===== src/rtl/crc16_frame_checker_macros.svh =====
// Assertion macros shared by the frame checker RTL.
// No dependencies; expects clk and rst_n in the scope of each use.
`ifndef CRC16_FRAME_CHECKER_MACROS_SVH
`define CRC16_FRAME_CHECKER_MACROS_SVH

`ifndef SYNTHESIS

// Property that must hold at every edge outside reset
`define CRC16FC_ASSERT_ALWAYS(lbl, prop) \
    lbl: assert property (@(posedge clk) disable iff (!rst_n) (prop)) \
        else $error("crc16fc: invariant violated");

// Same-cycle implication
`define CRC16FC_ASSERT_IMPL(lbl, ante, cons) \
    lbl: assert property (@(posedge clk) disable iff (!rst_n) (ante) |-> (cons)) \
        else $error("crc16fc: implication violated");

// Next-cycle implication
`define CRC16FC_ASSERT_NEXT(lbl, ante, cons) \
    lbl: assert property (@(posedge clk) disable iff (!rst_n) (ante) |=> (cons)) \
        else $error("crc16fc: next-cycle implication violated");

`else

`define CRC16FC_ASSERT_ALWAYS(lbl, prop)
`define CRC16FC_ASSERT_IMPL(lbl, ante, cons)
`define CRC16FC_ASSERT_NEXT(lbl, ante, cons)

`endif

`endif


===== src/rtl/crc16fc_pkg.sv =====
// Package for the CRC-16 frame checker: constants, result types, CRC byte step.
// No dependencies.
package crc16fc_pkg;

    // Frame format
    localparam logic [7:0]  HEAD0    = 8'hAA;
    localparam logic [7:0]  HEAD1    = 8'hBB;
    localparam logic [15:0] CRC_INIT = 16'hFFFF;
    localparam logic [15:0] CRC_POLY = 16'hA001;

    typedef logic [12:0] len_t;

    localparam len_t BODY_MAX_LEN   = 13'd4096;
    localparam len_t BODY_LEN_RESET = 13'd260;

    typedef enum logic [1:0] {
        STATUS_OK           = 2'd0,
        STATUS_BAD_HEADER   = 2'd1,
        STATUS_CRC_MISMATCH = 2'd2
    } status_t;

    typedef struct packed {
        status_t     status;
        logic [15:0] command;
        logic [31:0] image_size;
        logic [15:0] computed_crc;
    } result_t;

    typedef struct packed {
        logic    valid;
        result_t data;
    } result_beat_t;

    // One byte of reflected CRC-16/MODBUS, bit by bit
    function automatic logic [15:0] crc_byte(input logic [15:0] crc_in,
                                             input logic [7:0]  data);
        logic [15:0] c;
        c = crc_in ^ {8'h00, data};
        for (int k = 0; k < 8; k++)
        begin
            c = c[0] ? ((c >> 1) ^ CRC_POLY) : (c >> 1);
        end
        return c;
    endfunction

endpackage


===== src/rtl/crc16fc_parser.sv =====
// Frame parser: header check, body field capture and running CRC, one byte per transfer.
// Depends on crc16fc_pkg and crc16_frame_checker_macros.svh.
`include "crc16_frame_checker_macros.svh"

module crc16fc_parser
(
    input  logic                       clk,
    input  logic                       rst_n,
    input  crc16fc_pkg::len_t          body_len,
    input  logic                       accept,
    input  logic [7:0]                 rx_byte,
    input  logic                       frame_start,
    output crc16fc_pkg::result_beat_t  result
);
    import crc16fc_pkg::*;

    len_t        pos_reg, pos_next;
    logic [15:0] crc_reg, crc_next;
    logic        hdr_good_reg, hdr_good_next;
    logic [15:0] cmd_reg, cmd_next;
    logic [31:0] size_reg, size_next;
    logic [7:0]  chk_hi_reg, chk_hi_next;

    len_t        len;
    len_t        check_pos;
    len_t        body_idx;
    len_t        base_pos;
    logic [15:0] base_crc;
    logic        base_hdr_good;
    logic [15:0] base_cmd;
    logic [31:0] base_size;
    logic [7:0]  base_chk_hi;
    logic [15:0] swapped;
    logic [15:0] received;
    logic        last_byte;

    // Lengths beyond the buffer limit are clamped
    assign len       = (body_len > BODY_MAX_LEN) ? BODY_MAX_LEN : body_len;
    assign check_pos = len + 13'd2;

    // Frame start drops whatever frame was in progress
    always_comb
    begin
        if (frame_start)
        begin
            base_pos      = '0;
            base_crc      = CRC_INIT;
            base_hdr_good = 1'b1;
            base_cmd      = '0;
            base_size     = '0;
            base_chk_hi   = '0;
        end
        else
        begin
            base_pos      = pos_reg;
            base_crc      = crc_reg;
            base_hdr_good = hdr_good_reg;
            base_cmd      = cmd_reg;
            base_size     = size_reg;
            base_chk_hi   = chk_hi_reg;
        end
    end

    assign body_idx  = base_pos - 13'd2;
    assign swapped   = {base_crc[7:0], base_crc[15:8]};
    assign received  = {base_chk_hi, rx_byte};
    assign last_byte = (base_pos > check_pos);

    // Per-byte state update
    always_comb
    begin
        pos_next      = base_pos + 13'd1;
        crc_next      = base_crc;
        hdr_good_next = base_hdr_good;
        cmd_next      = base_cmd;
        size_next     = base_size;
        chk_hi_next   = base_chk_hi;

        if (base_pos < 13'd2)
        begin
            if (rx_byte != ((base_pos == 13'd0) ? HEAD0 : HEAD1))
            begin
                hdr_good_next = 1'b0;
            end
        end
        else if (base_pos < check_pos)
        begin
            crc_next = crc_byte(base_crc, rx_byte);
            if (body_idx < 13'd2)
            begin
                cmd_next = {base_cmd[7:0], rx_byte};
            end
            else if (body_idx < 13'd6)
            begin
                size_next = {base_size[23:0], rx_byte};
            end
        end
        else if (base_pos == check_pos)
        begin
            chk_hi_next = rx_byte;
        end
        else
        begin
            // second check byte: report and go back to waiting for a header
            pos_next      = '0;
            crc_next      = CRC_INIT;
            hdr_good_next = 1'b1;
            cmd_next      = '0;
            size_next     = '0;
            chk_hi_next   = '0;
        end
    end

    // Result of the frame, valid on the transfer of the last byte
    always_comb
    begin
        result.valid             = accept && last_byte;
        result.data.command      = base_cmd;
        result.data.image_size   = base_size;
        result.data.computed_crc = swapped;
        if (!base_hdr_good)
        begin
            result.data.status = STATUS_BAD_HEADER;
        end
        else if (swapped != received)
        begin
            result.data.status = STATUS_CRC_MISMATCH;
        end
        else
        begin
            result.data.status = STATUS_OK;
        end
    end

    // Frame state registers
    always_ff @(posedge clk or negedge rst_n)
    begin
        if (!rst_n)
        begin
            pos_reg      <= '0;
            crc_reg      <= CRC_INIT;
            hdr_good_reg <= 1'b1;
            cmd_reg      <= '0;
            size_reg     <= '0;
            chk_hi_reg   <= '0;
        end
        else if (accept)
        begin
            pos_reg      <= pos_next;
            crc_reg      <= crc_next;
            hdr_good_reg <= hdr_good_next;
            cmd_reg      <= cmd_next;
            size_reg     <= size_next;
            chk_hi_reg   <= chk_hi_next;
        end
    end

    // Position never runs past the second check byte of the longest frame
    `CRC16FC_ASSERT_ALWAYS(a_pos_bound, pos_reg <= BODY_MAX_LEN + 13'd3)
    // A reported frame leaves the parser waiting for a fresh header
    `CRC16FC_ASSERT_NEXT(a_clear_after_result, result.valid, (pos_reg == 13'd0) && (crc_reg == CRC_INIT))
    // A frame start byte is always taken as the first header byte
    `CRC16FC_ASSERT_NEXT(a_restart, accept && frame_start, pos_reg == 13'd1)

endmodule


===== config.mk =====
export PLATFORM = sky130hd
export DESIGN_NAME = crc16fc_parser
export DESIGN_NICKNAME = d
export VERILOG_FILES = /design/src/rtl/crc16fc_pkg.sv /design/src/rtl/crc16fc_parser.sv
export VERILOG_INCLUDE_DIRS = /design/src /design/src/rtl
export SDC_FILE = /design/constraint.sdc
export NUM_CORES = 1
export LEC_CHECK = 0
export ABC_AREA = 1
export BUFFER_PORTS_ARGS = -buffer_cell sky130_fd_sc_hd__buf_2
export CAP_MARGIN = 5
export CORE_MARGIN = 4
export CORE_UTILIZATION = 53
export DETAILED_ROUTE_END_ITERATION = 8
export PLACE_DENSITY_LB_ADDON = 0.05
export SLEW_MARGIN = 20
export SYNTH_ARGS = -nofsm -noshare
export SYNTH_HDL_FRONTEND = slang
export SYNTH_SLANG_ARGS = --single-unit

===== constraint.sdc =====
create_clock -name clk -period 4.3 [get_ports clk]
set_clock_uncertainty 0.2 [all_clocks]
set_input_delay 0.86 -clock clk [delete_from_list [all_inputs] [get_ports clk]]
set_output_delay 0.86 -clock clk [all_outputs]
set_load 0.05 [all_outputs]

# ---- Yosys cells after proc, flatten, opt, wreduce, memory -nomap -nowiden
# Cells that the tools add are included.
dict set report word_totals {
  out_inout_bits 67
  mem_count 0
  input_bits 25
  latch_bits 0
  mem_bits_rw 0
  elab_cells 69
  rom_bits 0
  ff_bits 86
}
dict set report op_classes {
  eq_ne 3
  shifts 0
  mul 0
  reduce_logical 2
  order_cmp 6
  bitwise 9
  div 0
  n_addsub 3
  n_mux 40
}
# op n
set ops {}
lappend ops {{2-to-1 mux 16 bit} 17}
lappend ops {{2-to-1 mux 32 bit} 6}
lappend ops {{2-to-1 mux 13 bit} 5}
lappend ops {{2-to-1 mux 8 bit} 4}
lappend ops {{< comparator 13 x 2 -> 1 bit, second input constant} 2}
lappend ops {{inverter 2 -> 3 bit} 8}
lappend ops {{!= test 16 bit} 1}
lappend ops {{bitwise XOR 16 x 8 -> 16 bit} 1}
lappend ops {{adder 13 x 1 -> 13 bit, second input constant} 1}
lappend ops {{adder 13 x 2 -> 13 bit, second input constant} 1}
lappend ops {{== test 13 bit} 1}
lappend ops {{greater-than comparator 13 bit} 1}
lappend ops {{greater-than comparator 13 bit, second input constant} 1}
lappend ops {{zero test 13 bit} 1}
lappend ops {{< comparator 13 bit} 1}
lappend ops {{< comparator 13 x 3 -> 1 bit, second input constant} 1}
lappend ops {{subtractor 13 x 2 -> 13 bit, second input constant} 1}
lappend ops {{!= test 8 bit} 1}
lappend ops {{2-to-1 mux 1 bit} 5}
lappend ops {{2-to-1 mux 5 bit} 1}
lappend ops {{2-to-1 mux 2 bit} 2}
lappend ops {{logical AND 1 bit} 1}

# ---- Logic depth before layout (Yosys ltp)
# Gate-level depths: netlist of the first run.
dict set report depth {
  ltp_word 20
  mapped_depth 27
  mapped_depth_nobuf 25
}

# ---- Worst setup path after synthesis of the first run
# OpenSTA, ideal clock, no wires.
dict set report synth_path {
  path_type {input-to-output}
  startpoint {input body_len[8]}
  endpoint {output result[66] (netlist name)}
  cell_stages 19
  arrival_ns 3.906
  path_buffers 1
  required_ns 3.240
  setup_slack_ns -0.666
  path_cell_list {nor4_1 nand2_1 nand2_1 buf_2 inv_1 nor2_1 ha_1 nand4_1 inv_1 nand4_1 xor2_1 ha_1 nand2_1 nor2_1 nand2_1 o21bai_1 nand2_2 nand2_1 nor2_1}
}
# item line_no
set synth_lines {}
lappend synth_lines {{from (decl)} crc16fc_parser.sv:9} ;# input crc16fc_pkg::len_t body_len,
lappend synth_lines {{to (decl)} crc16fc_parser.sv:13} ;# output crc16fc_pkg::result_beat_t result

==> results of run 1 <==
## cells in the final DEF (no fill, tap or decap), types with 6 or more instances in the layout
cell       synthesis  layout
dfstp_2           17      17
inv_2              5       7
nor2_4             1       8
xnor2_1            6       6
clkbuf_16          0      11
nand2_1          299     296
o21ai_0           75      74
buf_2             13      83
nand4_1           18      18
inv_1            158     155
nor3_1            12      11
nor2_1           124     117
buf_4              4      65
o22ai_1           10      10
nor4_1             8       7
nand2_2           14      17
a21oi_1           51      50
nand3_1           70      68
xor2_1            19      19
ha_1              16      15
o221ai_1           6       6
a21oi_2           10      11
dfrtp_1           69      69
## cell type report
cell class                 instances  area [µm²]  area share, %
timing repair buffer             161        1130           13.4
tap                              172         215           2.56
sequential                        86        2170           25.9
clock inverter                     5        65.1          0.774
clock buffer                      11         253           3.01
inverter                         165         634           7.55
multi-input combinational        772        3930           46.8
## per-stage QoR
step | cell area [µm²] | TNS (ns)
floorplan | 6920 | -0.133
global placement | 7830 | -4.80
detailed placement | 7830 | -9.79
CTS | 8200 | -0.191
global route | 8400 | -0.956
finish | 8400 | -0.300
## kinds of logic after synthesis
group	count (synthesis)	share of synthesized area, %
AOI/OAI and AO/OA	172	14.4
xor gates and xnor gates	25	3.20
adders and majority gates	16	2.92
buffers and inverters	215	12.6
DFF	86	31.7
and+or+nand+nor	559	35.1
## worst max-delay path, stage by stage
cell	delay [ns]
buf_8	0.10
nor4_4	0.25
nand2_1	0.09
nand2_2	0.09
buf_12	0.12
inv_8	0.04
nor2_4	0.12
ha_4	0.14
nand4_1	0.11
buf_4	0.16
buf_4	0.12
xnor2_1	0.12
ha_1	0.31
nand2_1	0.09
nor2_1	0.14
nand2_1	0.07
o21bai_4	0.16
nand2_2	0.10
nand2_2	0.07
nor2_4	0.12
buf_8	0.15
## metal layers
metal,GRT usage (%),vias to the layer above,share of wire (%)
met5,0,-,0
met3,3.81,33,5.1
met2,43.8,213,47
li1,-,3661,-
met4,8.75,0,1.9
met1,37.5,3345,46
## power breakdown
part	switching (mW)	internal [mW]
logic	0.820	0.343
clock network	0.362	0.489
registers	0.0492	0.947
## synth_stat cells, types with 4 or more instances
| cell | count |
|---|---|
| inv_2 | 5 |
| nand4_1 | 18 |
| o221ai_1 | 6 |
| nor3_1 | 12 |
| inv_1 | 158 |
| a21oi_2 | 10 |
| nand3_1 | 70 |
| nor2_2 | 5 |
| nor2_1 | 124 |
| a31oi_1 | 4 |
| buf_2 | 13 |
| o22ai_1 | 10 |
| o21ai_0 | 75 |
| buf_4 | 4 |
| dfstp_2 | 17 |
| ha_1 | 16 |
| clkbuf_1 | 27 |
| nor4_1 | 8 |
| dfrtp_1 | 69 |
| xor2_1 | 19 |
| a21oi_1 | 51 |
| nand2_1 | 299 |
| xnor2_1 | 6 |
| o21ai_1 | 4 |
| nand2_2 | 14 |
## worst paths after layout
check / start / to / cells after the start
setup / recovery: body_len[8] / result[66] / 21
hold / removal: crc_reg[13] / crc_reg[13] / 2
setup reg to reg: pos_reg[3] / size_reg[29] / 16
hold reg to reg: crc_reg[13] / crc_reg[13] / 2
max in group asynchronous: rst_n / crc_reg[6] / 2
min in group asynchronous: rst_n / pos_reg[5] / 1
## repair_timing
action,4_1_cts,5_1_grt
setup buffers,3,10
setup endpoints to repair,1,72
cloned,0,2
pin swaps,15,20
gates resized for setup,8,22
==> impl_metrics.env, run 1 <==
export IMPL_status="finished, violations left"
export IMPL_violations="setup timing"
export IMPL_max_cap_viol_count=0
export IMPL_post_route_period_util_pct=107
export IMPL_clockBufferDepth=2
export IMPL_largest_reg_flops=32
export IMPL_num_antenna_cells=0
export IMPL_num_fill_cells=1198
export IMPL_vias=7252
export IMPL_cp_max_fo=7
export IMPL_min_period_ns=4.60
export IMPL_ys_seq_area_share_pct=31.7
export IMPL_routabilityCongestion=0.906
export IMPL_synth_top_area_share_pct=25.2
export IMPL_clock_sinks=86
export IMPL_ir_drop_mv=0.210
export IMPL_die_area_mm2=0.0148
export IMPL_dr_pass1_iters=7
export IMPL_hold_slack_ns=0.268
export IMPL_worst_endpoint_arrival_ns=3.54
export IMPL_avgSynthCellArea_um2=6.39
export IMPL_grt_pass1_vias=6663
export IMPL_fin_ws_ns=-0.300
export IMPL_antenna_left=0
export IMPL_wl_per_cell_um=14.3
export IMPL_power_per_cell_area_mw_per_mm2=358
export IMPL_final_util_pct=66.6
export IMPL_crit_path_end_kind="output port"
export IMPL_ys_warn_count=0
export IMPL_cts_buffers=9
export IMPL_hpwl_um=13300
export IMPL_grt_pass1_wl_um=32400
export IMPL_synth_distinct_cells=44
export IMPL_tightest_slew_ns=0.987
export IMPL_synthTopCellsByArea="dfrtp_1 (25%), nand2_1 (16%), inv_1 (8.7%), nor2_1 (6.8%), dfstp_2 (6.5%)"
export IMPL_clk_pin_slew_worst_paths_ns=0.06
export IMPL_core_area_mm2=0.0126
export IMPL_die_width_um=122
export IMPL_synth_edf_count=0
export IMPL_dp_cells=1342
export IMPL_area_growth_pct=22.6
export IMPL_insertion_delay_ns=0.35
export IMPL_grt_use_total_pct=27.0
export IMPL_routed_wl_um=19600
export IMPL_io_pins=92
export IMPL_drt_initial_drc_count=759
export IMPL_async_reset_ff_share_pct=100
export IMPL_crit_required_ns=3.24
export IMPL_postCtsHoldBufs=0
export IMPL_cts_root_buffer="clkbuf_16"
export IMPL_slew_headroom_pct=34.2
export IMPL_critical_path_startpoint_type="input pin"
export IMPL_hp_class="flip-flop to flip-flop"
export IMPL_r2r_slack_ns=1.35
export IMPL_drcViolationCount=0
export IMPL_grt_antenna_before_repair=0
export IMPL_fp_dieH_um=122
export IMPL_hold_violations=0
export IMPL_clock_fmax_ghz=0.217
export IMPL_viasPerCell=5.29
export IMPL_final_instance_count_excl_fill=1372
export IMPL_pre_cts_slack_ns=-0.366
export IMPL_initial_core_util_pct=54.3
export IMPL_layout_drive_gt1_share_pct=21.7
export IMPL_yosys_most_used_dff="dfrtp_1"
export IMPL_p_leak_nw=4.46
export IMPL_finalSetupViolations=1
export IMPL_synth_top_area_cell="dfrtp_1"
export IMPL_h_tree_depth=3
export IMPL_synth_seq_cells=86
export IMPL_syn_nets=1114
export IMPL_p_total_mw=3.01
export IMPL_synth_cells=1073
export IMPL_rsz0062_at_grt="yes"
export IMPL_path_class="input pin to output port"
export IMPL_fin_nets=1236
export IMPL_row_count=41
export IMPL_grt_ovfl_total=0
export IMPL_grt_max_degree=95
export IMPL_slew_viol_final=0
export IMPL_netlist_area_mm2=0.00685
export IMPL_cts_tree="done"
export IMPL_port_buffers=91
(Power assumes the default switching activity.)
==> inputs of run 2 (changes only) <==
--- a/config.mk
+++ b/config.mk
@@ -9,8 +9,10 @@
 export ABC_AREA = 1
 export BUFFER_PORTS_ARGS = -buffer_cell sky130_fd_sc_hd__buf_2
 export CAP_MARGIN = 5
+export CELL_PAD_IN_SITES_DETAIL_PLACEMENT = 0
+export CELL_PAD_IN_SITES_GLOBAL_PLACEMENT = 1
 export CORE_MARGIN = 4
-export CORE_UTILIZATION = 53
+export CORE_UTILIZATION = 37
 export DETAILED_ROUTE_END_ITERATION = 8
 export PLACE_DENSITY_LB_ADDON = 0.05
 export SLEW_MARGIN = 20
==> constraint.sdc (replaced) <==
create_clock -name clk -period 4.3 [get_ports clk]
set_clock_uncertainty 0.2 [all_clocks]
set_input_delay 0.86 -clock clk [delete_from_list [all_inputs] [get_ports clk]]
set_output_delay 0.86 -clock clk [all_outputs]
set_load 0.02 [all_outputs]
==> run 2 against run 1 <==
The flow still finishes with violations (setup timing). Sequential cell count is the same. Largest power group is now registers. Worst setup slack gained 0.11 ns. Critical path depth is the same. Global-route usage shrank 5.8 points. Critical path type unchanged. Highest routed layer unchanged. Final cell count grew 3.0%. Via count shrank 2.5%. Final area shrank 2.0%. Largest cell class unchanged. Worst hold slack lost 0.0019 ns.
==> impl_metrics.env, run 2 (synthesis results as in run 1) <==
export IMPL_insertion_delay_ns=0.35
export IMPL_final_common_cell="nand2_1"
export IMPL_hold_slack_ns=0.266
export IMPL_switching_share_pct=38.1
export IMPL_fin_nets=1220
export IMPL_ir_drop_mv=0.210
export IMPL_path_class="input pin to output port"
export IMPL_critPathTopFamily="simple AND/OR/NAND/NOR gates"
export IMPL_grt_use_total_pct=21.2
export IMPL_layout_drive_gt1_share_pct=20.0
export IMPL_p_leak_nw=4.35
export IMPL_hpwl_um=15000
export IMPL_cts_root_buffer="clkbuf_16"
export IMPL_pwr_share_comb_pct=34.5
export IMPL_crit_required_ns=3.24
export IMPL_crit_path_max_incr_delay_ns=0.31
export IMPL_grt_pass1_vias=6824
export IMPL_layout_common_cells="nand2_1 (296), inv_1 (155), nor2_1 (120)"
export IMPL_clock_sinks=86
export IMPL_grt_antenna_before_repair=0
export IMPL_p_int_mw=1.73
export IMPL_cp_common_cell="nand2_2"
export IMPL_hp_class="flip-flop to flip-flop"
export IMPL_slew_headroom_pct=37.6
export IMPL_clockBufferDepth=2
export IMPL_hold_violations=0
export IMPL_status="finished, violations left"
export IMPL_routed_wl_um=21500
export IMPL_clk_pin_slew_worst_paths_ns=0.07
export IMPL_cts_buffers=9
export IMPL_post_route_period_util_pct=104
export IMPL_fin_ws_ns=-0.192
export IMPL_largest_reg_flops=32
export IMPL_r2r_slack_ns=1.42
export IMPL_rsz0062_at_grt="yes"
export IMPL_grt_ovfl_total=0
export IMPL_max_cap_viol_count=0
export IMPL_port_buffers=91
export IMPL_drt_initial_drc_count=505
export IMPL_r2r_start="pos_reg[3]"
export IMPL_power_per_cell_area_mw_per_mm2=340
export IMPL_initial_core_util_pct=37.9
export IMPL_violations="setup timing"
export IMPL_wl_per_cell_um=15.2
export IMPL_drcViolationCount=0
export IMPL_row_count=49
export IMPL_area_growth_pct=20.2
export IMPL_routabilityCongestion=0.803
export IMPL_die_area_mm2=0.0208
export IMPL_dr_pass1_iters=5
export IMPL_io_pins=92
export IMPL_power_switching_mw=1.07
export IMPL_reg2reg_to="size_reg[19]"
export IMPL_core_area_mm2=0.0181
export IMPL_worstHoldEndpoint="crc_reg[15]"
export IMPL_clock_fmax_ghz=0.223
export IMPL_grt_pass1_wl_um=35300
export IMPL_die_width_um=144
export IMPL_tightest_slew_ns=0.935
export IMPL_min_period_ns=4.49
export IMPL_final_util_pct=45.5
export IMPL_num_fill_cells=1920
export IMPL_slew_viol_final=0
export IMPL_critical_path_startpoint_type="input pin"
export IMPL_clkPwrFrac_pct=30.0
export IMPL_viasPerCell=5.00
export IMPL_pwr_share_seq_pct=35.5
export IMPL_reg2regPathDepth=14
export IMPL_vias=7068
export IMPL_grt_max_degree=80
export IMPL_num_antenna_cells=0
export IMPL_hold_path_depth=2
export IMPL_worst_endpoint_arrival_ns=3.43
export IMPL_hp_start="crc_reg[15]"
export IMPL_finalSetupViolations=1
export IMPL_cts_tree="done"
export IMPL_fp_dieH_um=144
export IMPL_path_cells="buf_2 > nor4_4 > nand2_1 > nand2_2 > buf_12 > inv_8 > nor2_4 > ha_4 > nand4_1 > inv_2 > nand4_1 > xor2_1 > ha_1 > nand2_2 > nor2_2 > nand2_1 > o21bai_1 > nand2_2 > nand2_4 > nor2_4 > buf_6"
export IMPL_postCtsHoldBufs=0
export IMPL_crit_buf_inv=5
export IMPL_cp_max_fo=6
export IMPL_slowest_stage="ha_1"
export IMPL_h_tree_depth=3
export IMPL_antenna_left=0
export IMPL_crit_path_end_kind="output port"
-- run 2: worst max-delay path by stage --
stage | startpoint | end | slack [ns] | cells past startpoint
after floorplan | body_len[8] | result[66] | -0.007 | 19
after global placement | body_len[2] | result[66] | -0.28 | 23
after detailed placement | body_len[8] | result[66] | -0.35 | 21
after CTS | body_len[3] | result[66] | -0.24 | 23
after global routing | body_len[2] | result[66] | -0.38 | 23
final | body_len[9] | result[66] | -0.19 | 21
-- run 2: power groups by stage --
stage          registers (mW)  logic, mW  clock network (mW)
6_report                0.995      0.965               0.840
3_3_place_gp             1.01      0.969                   0
4_1_cts                 0.996      0.977               0.867
3_5_place_dp             1.01      0.969                   0
2_1_floorplan           0.999      0.674                   0
5_1_grt                  1.01       1.10               0.900
-- run 2: what timing repair did --
action / CTS / global route
pin swaps: 14 / 1
setup endpoints to repair: 1 / 43
gates resized for setup: 7 / 6
buffers inserted: 3 / 0
-- run 2: final cells by class --
cell class / count / area [µm²] / area share, %
multi-input combinational: 772 / 3890 / 47.2
clock inverter: 6 / 68.8 / 0.836
sequential: 86 / 2170 / 26.4
inverter: 165 / 632 / 7.67
tap: 229 / 287 / 3.48
timing repair buffer: 145 / 947 / 11.5
clock buffer: 10 / 239 / 2.90
-- run 2: layer usage --
layer,GRT usage (%),up-vias,wire length (µm)
met5,0,-,0
met4,5.20,0,300
met3,3.27,21,864
met2,35.9,130,9980
met1,28.5,3281,10300
li1,-,3636,-
-- run 2: through the flow --
step	setup TNS [ns]	area (µm²)	instances	total power, mW	setup WS (ns)
after detailed placement	-6.58	7870	1394	1.98	-0.354
after global placement	-4.13	7870	1394	1.98	-0.278
after floorplan	-0.00685	6920	1073	1.67	-0.00685
final	-0.192	8230	1413	2.80	-0.192
after CTS	-0.240	8220	1413	2.84	-0.240
after global routing	-0.381	8230	1413	3.01	-0.381
-- run 2: worst register-to-register path, delay by kind of cell, from the launching register on --
kind | cells | cell delay [ns]
adder cells (fa/ha/maj) | 1 | 0.32
flip-flops | 1 | 0.38
AND/OR/NAND/NOR | 5 | 0.85
buffers and inverters | 4 | 0.57
AO/OA/AOI/OAI | 4 | 0.51
